===== src/sv/fqsp_pkg.sv =====
`timescale 1ns / 1ps
// ----------------------------------------------------------------------------
// fqsp_pkg
// Shared types, character constants and the hex digit decoder for the
// form query string parser.
// ----------------------------------------------------------------------------
package fqsp_pkg;

  // Escape sequence progress
  localparam logic [1:0] ESC_NONE = 2'd0;
  localparam logic [1:0] ESC_HIGH = 2'd1;
  localparam logic [1:0] ESC_LOW  = 2'd2;

  localparam logic [7:0] CH_AMP     = 8'h26;  // '&'
  localparam logic [7:0] CH_NL      = 8'h0A;  // newline
  localparam logic [7:0] CH_PERCENT = 8'h25;  // '%'
  localparam logic [7:0] CH_PLUS    = 8'h2B;  // '+'
  localparam logic [7:0] CH_EQ      = 8'h3D;  // '='
  localparam logic [7:0] CH_SPACE   = 8'h20;  // ' '
  localparam logic [7:0] CH_0       = 8'h30;  // '0'
  localparam logic [7:0] CH_9       = 8'h39;  // '9'
  localparam logic [7:0] CH_A       = 8'h41;  // 'A'
  localparam logic [7:0] CH_F       = 8'h46;  // 'F'

  typedef struct packed {
    logic [1:0] escape_phase;
    logic [3:0] high_nibble;
    logic       in_value_part;
    logic       field_open;
    logic       any_field_seen;
    logic       error_seen;
  } fqsp_state_t;

  typedef struct packed {
    logic [7:0] out_byte;
    logic       is_value;
    logic       byte_valid;
    logic       field_end;
    logic       list_end;
    logic       error;
  } fqsp_result_t;

  // Uppercase hex digit: bit 4 set when the byte is a digit, bits 3:0 its value.
  function automatic logic [4:0] hex_digit(input logic [7:0] b);
    logic [7:0] d;
    begin
      d = 8'd0;
      hex_digit = 5'd0;
      if (b >= CH_0 && b <= CH_9) begin
        d = b - CH_0;
        hex_digit = {1'b1, d[3:0]};
      end else if (b >= CH_A && b <= CH_F) begin
        d = b - CH_A + 8'd10;
        hex_digit = {1'b1, d[3:0]};
      end
    end
  endfunction

endpackage


===== src/sv/fqsp_decode.sv =====
`timescale 1ns / 1ps
// ----------------------------------------------------------------------------
// fqsp_decode
// Next-state and result logic for one raw byte of the query string.
// ----------------------------------------------------------------------------
module fqsp_decode (
  input  logic [7:0]            in_byte,
  input  logic                  last,
  input  fqsp_pkg::fqsp_state_t cur,
  output fqsp_pkg::fqsp_state_t nxt,
  output fqsp_pkg::fqsp_result_t res,
  output logic                  emit
);
  import fqsp_pkg::*;

  logic       is_delim;
  logic [4:0] dig;
  logic       have_dec;
  logic [7:0] dec;
  logic       have_data;
  logic [7:0] data;
  logic       data_is_value;
  logic       closed;
  logic       err;
  logic       valid;

  assign is_delim = (in_byte == CH_AMP) || (in_byte == CH_NL);
  assign dig      = hex_digit(in_byte);

  always_comb begin
    nxt           = cur;
    have_dec      = 1'b0;
    dec           = 8'd0;
    have_data     = 1'b0;
    data          = 8'd0;
    data_is_value = 1'b0;
    closed        = 1'b0;
    err           = cur.error_seen;

    if (is_delim) begin
      if (cur.field_open) begin
        if (cur.escape_phase == ESC_HIGH || cur.escape_phase == ESC_LOW) begin
          err = 1'b1;
        end
        if (!cur.in_value_part) begin
          err = 1'b1;
        end
        closed = 1'b1;
      end
      nxt.field_open    = 1'b0;
      nxt.in_value_part = 1'b0;
      nxt.escape_phase  = ESC_NONE;
    end else begin
      nxt.field_open     = 1'b1;
      nxt.any_field_seen = 1'b1;
      unique case (cur.escape_phase)
        ESC_HIGH: begin
          if (!dig[4]) begin
            err              = 1'b1;
            nxt.escape_phase = ESC_NONE;
          end else begin
            nxt.high_nibble  = dig[3:0];
            nxt.escape_phase = ESC_LOW;
          end
        end
        ESC_LOW: begin
          nxt.escape_phase = ESC_NONE;
          if (!dig[4]) begin
            err = 1'b1;
          end else begin
            dec      = {cur.high_nibble, dig[3:0]};
            have_dec = 1'b1;
          end
        end
        default: begin
          nxt.escape_phase = ESC_NONE;
          if (in_byte == CH_PERCENT) begin
            nxt.escape_phase = ESC_HIGH;
          end else if (in_byte == CH_PLUS) begin
            dec      = CH_SPACE;
            have_dec = 1'b1;
          end else begin
            dec      = in_byte;
            have_dec = 1'b1;
          end
        end
      endcase
    end

    // First decoded '=' switches from name to value
    if (have_dec) begin
      if (!nxt.in_value_part && dec == CH_EQ) begin
        nxt.in_value_part = 1'b1;
      end else begin
        have_data     = 1'b1;
        data          = dec;
        data_is_value = nxt.in_value_part;
      end
    end

    if (last) begin
      if (nxt.escape_phase == ESC_HIGH || nxt.escape_phase == ESC_LOW) begin
        err = 1'b1;
      end
      if (nxt.field_open) begin
        if (!nxt.in_value_part) begin
          err = 1'b1;
        end
        closed = 1'b1;
      end
      if (!nxt.any_field_seen) begin
        err = 1'b1;
      end
    end

    nxt.error_seen = err;

    // End of string: start over
    if (last) begin
      nxt.escape_phase   = ESC_NONE;
      nxt.in_value_part  = 1'b0;
      nxt.field_open     = 1'b0;
      nxt.any_field_seen = 1'b0;
      nxt.error_seen     = 1'b0;
    end
  end

  assign valid          = have_data && !err;
  assign emit           = last || (!err && (have_data || closed));
  assign res.out_byte   = valid ? data : 8'd0;
  assign res.is_value   = valid ? data_is_value : 1'b0;
  assign res.byte_valid = valid;
  assign res.field_end  = closed;
  assign res.list_end   = last;
  assign res.error      = err;

endmodule


===== src/sv/fqsp_out_stage.sv =====
`timescale 1ns / 1ps
// ----------------------------------------------------------------------------
// fqsp_out_stage
// Result register: hold a beat until the downstream side takes it.
// ----------------------------------------------------------------------------
module fqsp_out_stage (
  input  logic                   clk,
  input  logic                   rst,
  input  logic                   load,
  input  fqsp_pkg::fqsp_result_t din,
  input  logic                   take,
  output logic                   valid,
  output fqsp_pkg::fqsp_result_t dout
);
  import fqsp_pkg::*;

  always_ff @(posedge clk) begin
    if (rst) begin
      valid <= 1'b0;
    end else if (load) begin
      valid <= 1'b1;
    end else if (take) begin
      valid <= 1'b0;
    end
  end

  always_ff @(posedge clk) begin
    if (load) begin
      dout <= din;
    end
  end

endmodule


===== src/sv/form_query_string_parser.sv =====
`timescale 1ns / 1ps
// ----------------------------------------------------------------------------
// form_query_string_parser
// Decodes an urlencoded form query string into name and value bytes.
// ----------------------------------------------------------------------------
// Output: a result, when a byte produces one, appears on the master side in the cycle after that byte is taken.
// Throughput: one byte per cycle unless a held result stalls the input; the parse state updates
//   with each accepted byte and the result register frees as soon as downstream takes its beat.
// Reset (rst, synchronous, active high): escape, field and error state clear,
//   the result register empties.
module form_query_string_parser (
  input  logic        clk,
  input  logic        rst,
  // Input bytes
  input  logic        s_axis_tvalid,
  output logic        s_axis_tready,
  input  logic [7:0]  s_axis_tdata,   // [7:0] in_byte
  input  logic        s_axis_tlast,   // last
  // Decoded results
  output logic        m_axis_tvalid,
  input  logic        m_axis_tready,
  output logic [15:0] m_axis_tdata,   // [7:0] out_byte, [8] field_end, rest zero
  output logic [2:0]  m_axis_tuser,   // [0] is_value, [1] byte_valid, [2] error
  output logic        m_axis_tlast    // list_end
);
  import fqsp_pkg::*;

  fqsp_state_t  state;
  fqsp_state_t  state_next;
  fqsp_result_t res;
  fqsp_result_t held;
  logic         emit;
  logic         accept;
  logic         out_valid;

  // Take a new beat whenever the result register is empty or being drained
  assign s_axis_tready = !out_valid || m_axis_tready;
  assign accept        = s_axis_tvalid && s_axis_tready;

  fqsp_decode u_decode (
    .in_byte (s_axis_tdata),
    .last    (s_axis_tlast),
    .cur     (state),
    .nxt     (state_next),
    .res     (res),
    .emit    (emit)
  );

  // Control state clears on reset; the held nibble is payload and is always
  // written before it is read.
  always_ff @(posedge clk) begin
    if (rst) begin
      state.escape_phase   <= ESC_NONE;
      state.in_value_part  <= 1'b0;
      state.field_open     <= 1'b0;
      state.any_field_seen <= 1'b0;
      state.error_seen     <= 1'b0;
    end else if (accept) begin
      state.escape_phase   <= state_next.escape_phase;
      state.in_value_part  <= state_next.in_value_part;
      state.field_open     <= state_next.field_open;
      state.any_field_seen <= state_next.any_field_seen;
      state.error_seen     <= state_next.error_seen;
    end
    if (accept) begin
      state.high_nibble <= state_next.high_nibble;
    end
  end

  // Drop bytes that produce nothing; register the rest
  fqsp_out_stage u_out (
    .clk   (clk),
    .rst   (rst),
    .load  (accept && emit),
    .din   (res),
    .take  (m_axis_tready),
    .valid (out_valid),
    .dout  (held)
  );

  assign m_axis_tvalid = out_valid;
  assign m_axis_tdata  = {7'd0, held.field_end, held.out_byte};
  assign m_axis_tuser  = {held.error, held.byte_valid, held.is_value};
  assign m_axis_tlast  = held.list_end;

`ifndef SYNTHESIS
  // The final byte of a string leaves the parser ready for a fresh one
  assert property (@(posedge clk) disable iff (rst)
    (accept && s_axis_tlast) |=> (state.escape_phase == ESC_NONE && !state.field_open
                                  && !state.in_value_part && !state.error_seen))
    else $error("parse state not cleared after final byte");

  // An error is only ever reported on the final result
  assert property (@(posedge clk) disable iff (rst)
    (m_axis_tvalid && m_axis_tuser[2]) |-> m_axis_tlast)
    else $error("error reported before end of list");

  // A data byte is never delivered with the error flag
  assert property (@(posedge clk) disable iff (rst)
    (m_axis_tvalid && m_axis_tuser[1]) |-> !m_axis_tuser[2])
    else $error("data byte delivered with error set");
`endif

endmodule


===== config.mk =====
export PLATFORM = sky130hd
export DESIGN_NAME = form_query_string_parser
export DESIGN_NICKNAME = d
export VERILOG_FILES = /design/src/sv/fqsp_pkg.sv /design/src/sv/fqsp_decode.sv /design/src/sv/fqsp_out_stage.sv /design/src/sv/form_query_string_parser.sv
export SDC_FILE = /design/constraint.sdc
export NUM_CORES = 1
export LEC_CHECK = 0
export ABC_AREA = 1
export BUFFER_PORTS_ARGS = -buffer_cell sky130_fd_sc_hd__buf_2
export CORE_MARGIN = 2
export CORE_UTILIZATION = 40
export CTS_CLUSTER_DIAMETER = 80
export DETAILED_ROUTE_END_ITERATION = 8
export PLACE_DENSITY_LB_ADDON = 0.12
export RECOVER_POWER = 25
export SYNTH_ARGS = -nofsm -noshare
export SYNTH_HDL_FRONTEND = slang
export SYNTH_SLANG_ARGS = --single-unit

===== constraint.sdc =====
create_clock -name clk -period 3.2 [get_ports clk]
set_clock_uncertainty 0.05 [all_clocks]
set_input_delay 0.32 -clock clk [delete_from_list [all_inputs] [get_ports clk]]
set_output_delay 0.32 -clock clk [all_outputs]
set_load 0.005 [all_outputs]

== Yosys cells after proc, flatten, opt, wreduce, memory -nomap -nowiden ==
Cells that the tools add are included.
Widths: inputs -> output; s select.
Storage, ports and cells
  memory bits (read-only): 0
  memories kept: 0
  bits in registers: 24
  bits in latches: 0
  memory bits (writable): 0
  bits of input ports: 13
  word-level logic and storage cells: 93
Operators by class
  shift-type cells: 0
  mux-type cells: 41
  reductions and logical operators: 20
  div/mod/pow operators: 0
  $lt $le $gt $ge: 4
  eq/ne operators: 9
  $add $sub $neg: 3
  multiply operators: 0
  bitwise gates (word level): 3
Operators by type and width (number)
  $eq 8x6->1 const B: 4
  $mux 8: 4
  $mux 1: 28
  $pmux 8 s2: 1
  $mux 5: 2
  $eq 8x4->1 const B: 1
  $ge 8x6->1 const B: 1
  $ge 8x7->1 const B: 1
  $le 8x6->1 const B: 1
  $le 8x7->1 const B: 1
  $sub 4x1->4 const B: 2
  $logic_and 1x1->1: 7
  $logic_or 1x1->1: 6
  $mux 2: 3
  $add 4x4->4 const B: 1
  $eq 2x1->1 const B: 2
  $eq 2x2->1 const B: 2
  $mux 4: 1
  $pmux 2 s2: 1
  $reduce_and 4->1: 1
  $logic_not 1->1: 3
  $not 1->1: 3
  $reduce_or 3->1: 1
  $pmux 1 s2: 1
  other kinds (2): 2

== Depth between registers and ports, before layout ==
Gate-level depths: netlist (run 1).
  depth after elaboration: 20
  depth in mapped cells: 19
  mapped depth without buffers: 19

== Cells and area by module ==
A second synthesis (run 1) with hierarchy kept.
Second synthesis, totals
  cells, all modules: 255
  area, all modules: 1855.5 um^2
By module, submodules not included
  fqsp_decode: cells an instance 180, area each 943.4 um^2, times used 1, seq. area each 0.0 um^2
  form_query_string_parser: cells an instance 57, area each 481.7 um^2, times used 1, seq. area each 240.2 um^2
  fqsp_out_stage: cells an instance 18, area each 430.4 um^2, times used 1, seq. area each 410.4 um^2

== Worst setup path after synthesis (run 1) ==
OpenSTA, ideal clock, no wires.
  kind: reg-to-reg
  start: register state[8] (netlist bit)
  end: register u_out.dout[0] (netlist bit) (enable)
  required time: 2794 ps
  arrival: 1911 ps
  period minus slack after synthesis: 2317 ps
  stages on the path, launching flop included: 14
  slack: 883 ps
  setup time: 356 ps
  cell sequence: dfxtp_1 > inv_1 > ha_1 > clkbuf_1 > nand4_1 > inv_1 > nor2_1 > nand4_1 > nor2_1 > nand3_1 > nand2_1 > nand2_1 > nand2_1 > nand2_1
On the way
  word-level cells in the longest chain between the ends: 15
RTL lines
  start: declaration: line form_query_string_parser.sv:28  | fqsp_state_t state;
  $eq 2x2->1 or $eq 2x1->1 (tied branches): line fqsp_decode.sv:42, fqsp_decode.sv:56
  $pmux 8 s2 or $logic_or 1x1->1 (tied branches): line fqsp_decode.sv:56, fqsp_decode.sv:42
  $mux 8 or $mux 1 (tied branches): line fqsp_decode.sv:40, fqsp_decode.sv:42
  $eq 8x6->1 or $mux 1 (tied branches): line fqsp_decode.sv:92, fqsp_decode.sv:45
  $logic_and 1x1->1 or $mux 1 (tied branches): line fqsp_decode.sv:92, fqsp_decode.sv:41
  $mux 1, on equally long branches: line fqsp_decode.sv:92, fqsp_decode.sv:40
  $mux 1, on equally long branches: line fqsp_decode.sv:91, fqsp_decode.sv:102
  $mux 1: line fqsp_decode.sv:106  | if (!nxt.in_value_part) begin
  $mux 1: line fqsp_decode.sv:105  | if (nxt.field_open) begin
  $mux 1: line fqsp_decode.sv:111  | if (!nxt.any_field_seen) begin
  $mux 1: line fqsp_decode.sv:101  | if (last) begin
  $logic_not 1->1: line fqsp_decode.sv:129  | assign emit = last || (!err && (have_data || closed));
  $logic_and 1x1->1 (*): line fqsp_decode.sv:129
  $logic_or 1x1->1 (*): line fqsp_decode.sv:129
  $logic_and 1x1->1 (*): line form_query_string_parser.sv:74  | .load (accept && emit),
  net u_out.load: line fqsp_out_stage.sv:9  | input logic load,
  end signal: assignment: line fqsp_out_stage.sv:29  | dout <= din;
  end: declaration: line fqsp_out_stage.sv:13  | output fqsp_pkg::fqsp_result_t dout
The timed path passes the listed nets; every way through them passes the cells marked *.
A chain may end at the register's enable or synchronous reset.

== Worst setup path after layout (run 1) ==
  start: register state[8] (netlist bit)
  end: register u_out.dout[11] (netlist bit) (enable)
The elaborated chain is that of the path after synthesis.

==> results of run 1 <==
-- worst paths after layout --
check	startpoint	end	slack [ps]
setup reg to reg	state[8]	u_out.dout[11]	550
hold reg to reg	state[2]	state[2]	430
setup / recovery	state[8]	u_out.dout[11]	550
hold / removal	rst	state[3]	240
-- registers in the layout (all words and copies together) (netlist names) --
| signal | count |
|---|---|
| u_out.valid | 1 |
| state | 10 |
| u_out.dout | 13 |
-- metrics by stage --
| stage | util, % | power (mW) |
|---|---|---|
| floorplan | - | 0.428 |
| global placement | 46.3 | 0.463 |
| detailed placement | 46.3 | 0.462 |
| CTS | 47.8 | 0.665 |
| global route | 47.7 | 0.699 |
| finish | 47.7 | 0.659 |
-- worst max-delay path: stages (launching register included) --
cell and delay, ps:
sky130_fd_sc_hd__dfxtp_1 360, sky130_fd_sc_hd__inv_1 50, sky130_fd_sc_hd__ha_1 460, sky130_fd_sc_hd__inv_1 250, sky130_fd_sc_hd__nand2_1 100, sky130_fd_sc_hd__o21ai_0 100
sky130_fd_sc_hd__nor2_1 110, sky130_fd_sc_hd__nand4_1 100, sky130_fd_sc_hd__nor2_1 140, sky130_fd_sc_hd__nand3_1 90, sky130_fd_sc_hd__nand2_1 90, sky130_fd_sc_hd__nand2_1 50
sky130_fd_sc_hd__nand2_1 70, sky130_fd_sc_hd__nand2_1 290
-- report_power, final --
group          internal, mW  switching [mW]
Clock                 0.110          0.0960
Combinational        0.0348          0.0618
Sequential            0.353         0.00397
Total                 0.497           0.162
-- layout make-up --
type / instances / area share, %
Multi-Input combinational cell: 152 / 41.3
Sequential cell: 24 / 37.5
Timing Repair Buffer: 29 / 8.45
Inverter: 28 / 6.07
Tap cell: 48 / 3.47
Clock buffer: 4 / 3.18
-- metal layers --
layer | vias to the layer above | routed length [um] | GRT usage (%)
li1 | 709 | - | -
met1 | 576 | 1470 | 20.8
met2 | 29 | 1330 | 23.5
met3 | 4 | 144 | 3.60
met4 | 0 | 31 | 4.69
met5 | - | 0 | 0
-- cells by family after synthesis --
kind of cell | share of synthesized area (%)
buffers and inverters | 10.9
AND/OR/NAND/NOR | 34.2
other | 0.249
AO/OA/AOI/OAI | 6.55
adder cells (fa/ha/maj) | 4.97
flip-flops | 43.1
-- synth_stat cells --
| library cell | instances |
|---|---|
| sky130_fd_sc_hd__o21ai_1 | 1 |
| sky130_fd_sc_hd__nor3_1 | 3 |
| sky130_fd_sc_hd__dfxtp_1 | 7 |
| sky130_fd_sc_hd__nand3_1 | 17 |
| sky130_fd_sc_hd__ha_1 | 6 |
| sky130_fd_sc_hd__nand3_4 | 1 |
| sky130_fd_sc_hd__a21oi_1 | 10 |
| sky130_fd_sc_hd__nand4_1 | 3 |
| sky130_fd_sc_hd__o21ai_0 | 7 |
| sky130_fd_sc_hd__inv_2 | 1 |
| sky130_fd_sc_hd__clkbuf_1 | 2 |
| sky130_fd_sc_hd__nor2_1 | 34 |
| sky130_fd_sc_hd__conb_1 | 1 |
| sky130_fd_sc_hd__edfxtp_1 | 17 |
| sky130_fd_sc_hd__a21oi_2 | 1 |
| sky130_fd_sc_hd__nand3b_1 | 1 |
| sky130_fd_sc_hd__nand2_1 | 56 |
| sky130_fd_sc_hd__nor4_1 | 1 |
| sky130_fd_sc_hd__buf_4 | 7 |
| sky130_fd_sc_hd__inv_1 | 27 |
| sky130_fd_sc_hd__nor2b_2 | 1 |
| sky130_fd_sc_hd__nand2_2 | 3 |
==> flow_summary.toml, run 1 <==
[status]
outcome = "complete, no violations"

[grt]
overflow = 0
first_global_vias = 1142
antenna_violations_before_repair = 0
wire_length_of_the_first_global_routing_pass_um = 4970
maximum_number_of_pins_on_one_net_before_global_route_repair = 14
track_usage_pct = 15.1

[floorplanning]
core_um2 = 3630
die_height_um = 65.4
floorplan.initialDensity_pct = 41.5
die_area_um2 = 4280
ioPinCount = 35
core.rowCount = 22
die_x_um = 65.4

[setup_path]
cp_data_required_time_ps = 3070
setup.worst_path.start_class = "register"
r2r_cells = 13
critical_path.max_fanout = 13
data_arrival_time_at_the_worst_slack_endpoint_ps = 2520
critical_path_endpoint_category = "register"
setup.worst_path.class = "register to register"

[routing]
drt_drc_violations_left = 0
via_density_per_instance = 4.62
drt_first_iter_violations = 70
vias_post_dr = 1318
avgRoutedWirePerCell_um = 10.5
detail_route.wirelength_um = 2980
dr.pass1.iters = 4
final_antenna_net_count = 0

[finish]
layout.cells.non_filler = 285
layout_commonest_cell = "sky130_fd_sc_hd__nand2_1"
fillers = 393
final_net_count = 257
fraction_of_layout_cells_with_a_size_suffix_above_1_pct = 15.6
top_library_cells_by_usage_in_the_layout_fill_and_taps_aside = "56 x sky130_fd_sc_hd__nand2_1, 34 x sky130_fd_sc_hd__nor2_1, 27 x sky130_fd_sc_hd__inv_1"
antennaDiodeCount = 0
sequential_cell_area_um2 = 651
multi_input_comb_area_um2 = 716
finish.instance_area_um2 = 1730
syn_to_final_growth_pct = 14.8

[cts]
cts_post_setup_buffers_inserted = 0
cts_root_buf = "sky130_fd_sc_hd__clkbuf_8"
cts.clk_slew.worst_paths_ps = 80
ctsLongestPathBuffers = 2
clkLatencyLatePin_ps = 270
cts_sinks = 24
cts.hold.buffers_added = 0
tritoncts.num_buffers = 3
cts_tree = "built"
post_cts_sizing = 0
h_tree_depth_reported_by_cts = 1

[yosys]
ys_types = 22
synth_top_cells_by_area = "sky130_fd_sc_hd__edfxtp_1 34%, sky130_fd_sc_hd__nand2_1 14%, sky130_fd_sc_hd__dfxtp_1 9.3%"
avgSynthCellArea_um2 = 7.29
syn-instance-count = 207
synth.cell_area_um2 = 1510
ys.warnings.count = 0
synth_seq_cells = 24
synth.yosys.seq_area_share_pct = 43.1
netlist.top_cell.by_area = "sky130_fd_sc_hd__edfxtp_1"
synth_top_area_share_pct = 33.8

[timing]
whs_ps = 242
finalSetupViolCount = 0
post-route-worst-setup-slack_ps = 551
final_hold_viol_count = 0
clock.fmax_mhz = 377
min_period_ps = 2650
tns_ps = 0
period_share_pct = 82.8
report.final.slew_viol_count = 0
rsz0062_at_grt = "no"
worst-slew-pin-transition_ps = 683
slew-limit-headroom_pct = 54.0

[placed_design]
place_area_um2 = 1680
preCtsSetupSlack_ps = 369
routabilityCongestion = 0.839
placement.io_buffers = 27
placedCellCount = 281
detailedPlacementHpwl_um = 2410

[pwr]
total_power_per_unit_cell_area_nw_per_um2 = 380
vdd.ir_drop.worst_uv = 122
leakage_nw = 0.862

[run]
maxCapViolCount = 0

[min_path]
holdPathStages = 2
worst_hold_path_type = "input pin to register"
Note: power is estimated with default switching activity, not from simulation.
==> run 2: changes to the inputs <==
clock period = 2.5 ns   (was 3.2 ns; I/O delays follow)
==> run 2 against run 1 <==
Against the previous run: first-iteration DRC count rose by 67%; register-to-register slack worse by 290 ps; routed wire length hardly changed; clock power is 17% higher; non-clock buffer count rose by 6; final area rose by 4.0%; die area unchanged; flip-flop and latch count stayed put; global-route usage fell by 0.41 points; final cell count up 2.1%.
==> flow_summary.toml, run 2 (same netlist as run 1, synthesis figures left out) <==
[pwr]
leakage_nw = 0.870
vdd.ir_drop.worst_uv = 177
total_power_per_unit_cell_area_nw_per_um2 = 460
totalPowerFinal_mw = 0.829

[grt]
overflow = 0
track_usage_pct = 14.7
antenna_violations_before_repair = 0
wire_length_of_the_first_global_routing_pass_um = 4950
first_global_vias = 1154
maximum_number_of_pins_on_one_net_before_global_route_repair = 14

[cts]
cts.clk_slew.worst_paths_ps = 80
ctsLongestPathBuffers = 2
cts_sinks = 24
cts_tree = "built"
tritoncts.num_buffers = 3
cts_root_buf = "sky130_fd_sc_hd__clkbuf_8"
cts.hold.buffers_added = 0
clkLatencyLatePin_ps = 270
h_tree_depth_reported_by_cts = 1

[routing]
vias_post_dr = 1369
drt_first_iter_violations = 117
final_antenna_net_count = 0
dr.pass1.iters = 4
drt_drc_violations_left = 0
avgRoutedWirePerCell_um = 10.2
via_density_per_instance = 4.70
detail_route.wirelength_um = 2980

[finish]
sequential_cell_area_um2 = 652
multi_input_comb_area_um2 = 736
antennaDiodeCount = 0
largest_register_ffs = 13
fraction_of_layout_cells_with_a_size_suffix_above_1_pct = 18.9
final_net_count = 263
syn_to_final_growth_pct = 19.4
layout_commonest_cell = "sky130_fd_sc_hd__nand2_1"
top_registers = "u_out.dout: 13 flops, state: 10 flops, u_out.valid: 1 flops"
finish.instance_area_um2 = 1800
register_with_the_highest_flop_count = "u_out.dout"
top_library_cells_by_usage_in_the_layout_fill_and_taps_aside = "56 x sky130_fd_sc_hd__nand2_1, 31 x sky130_fd_sc_hd__nor2_1, 25 x sky130_fd_sc_hd__inv_1"
fillers = 389

[run]
maxCapViolCount = 0

[setup_path]
cp_data_required_time_ps = 2490
cp.buffers_inverters = 3
worst_path_most_repeated_cell = "sky130_fd_sc_hd__nand2_1"
setup.worst_path.class = "register to register"
worstSetupPathDepth = 15
worstPathCellList = "inv_1 -> ha_4 -> buf_4 -> nand4_1 -> nand2_1 -> nor2_1 -> nand2_1 -> nand2_1 -> nor2_2 -> nand3_1 -> nand2_1 -> nand2_1 -> nand2_1 -> nand2_1 -> buf_12"
worst_path_largest_cell_delay_ps = 340
worst_path_dominant_cell_family = "simple AND/OR/NAND/NOR gates"
r2r_cells = 15
critical_path_endpoint_category = "register"
critical_path.max_fanout = 13
data_arrival_time_at_the_worst_slack_endpoint_ps = 2240
timing.critical_path.slowest_stage_cell = "sky130_fd_sc_hd__dfxtp_2"
setup.worst_path.start_class = "register"

[timing]
finalSetupViolCount = 0
tns_ps = 0
final_hold_viol_count = 0
report.final.slew_viol_count = 0
period_share_pct = 89.7
rsz0062_at_grt = "no"
post-route-worst-setup-slack_ps = 257
min_period_ps = 2240
clock.fmax_mhz = 446

[floorplanning]
floorplan.initialDensity_pct = 41.5
die_height_um = 65.4
core.rowCount = 22
die_area_um2 = 4280
ioPinCount = 35
die_x_um = 65.4
core_um2 = 3630

[status]
outcome = "complete, no violations"

[min_path]
holdPathStages = 2
worst_hold_path_type = "input pin to register"

[placed_design]
placement.io_buffers = 27
place_area_um2 = 1720
preCtsSetupSlack_ps = 51.4
routabilityCongestion = 0.819
detailedPlacementHpwl_um = 2360
## run 2: cell count changes in the layout (fill, tap and decap cells not counted), sizes merged
cell	before	now
buf	27	29
clkbuf	6	10
inv	28	27
clkinvlp	0	1
## run 2: what timing repair did
item,4_1_cts,5_1_grt
resized for setup,0,7
setup endpoints to repair,0,23
buffers inserted,0,3
## run 2: where the power goes
group | internal [mW] | switching, mW | total [mW]
Clock | 0.114 | 0.128 | 0.242
Combinational | 0.0500 | 0.0797 | 0.130
Sequential | 0.451 | 0.00540 | 0.457
Total | 0.615 | 0.213 | 0.829
## run 2: worst paths after layout
check | end | start | slack (ps)
worst max-delay path | u_out.dout[1] | state[8] | 260
worst min-delay path | state[8] | rst | 160
worst max register to register | u_out.dout[1] | state[8] | 260
worst min register to register | state[2] | state[2] | 430
## run 2: per-stage QoR
stage / instances / util [%] / hold slack, ps
after detailed placement: 284 / 47.2 / 419
after floorplan: 213 / - / 269
after CTS: 288 / 48.5 / 153
after global placement: 284 / 47.2 / 422
after global routing: 291 / 49.6 / 180
final: 291 / 49.6 / 159
## run 2: layout make-up
type / instances / share of cell area (%)
repair buffers: 35 / 11.1
clock buffers: 4 / 2.50
well taps: 48 / 3.33
flip-flops and latches: 24 / 36.2
multi-input cells: 152 / 40.8
inverters: 28 / 6.04
## run 2: metal layers
metal,vias up,track usage (%),routed length (um)
li1,719,-,-
met1,615,20.5,1440
met2,30,23.6,1350
met3,5,1.54,135
met4,0,5.47,52
met5,-,0,0
## run 2: worst reg2reg max path: stages, from the launching register on
cell,delay [ps]
sky130_fd_sc_hd__dfxtp_2,340
sky130_fd_sc_hd__inv_1,60
sky130_fd_sc_hd__ha_4,280
sky130_fd_sc_hd__buf_4,170
sky130_fd_sc_hd__nand4_1,180
sky130_fd_sc_hd__nand2_1,110
sky130_fd_sc_hd__nor2_1,50
sky130_fd_sc_hd__nand2_1,90
sky130_fd_sc_hd__nand2_1,70
sky130_fd_sc_hd__nor2_2,100
sky130_fd_sc_hd__nand3_1,70
sky130_fd_sc_hd__nand2_1,80
sky130_fd_sc_hd__nand2_1,50
sky130_fd_sc_hd__nand2_1,70
sky130_fd_sc_hd__nand2_1,90
sky130_fd_sc_hd__buf_12,160
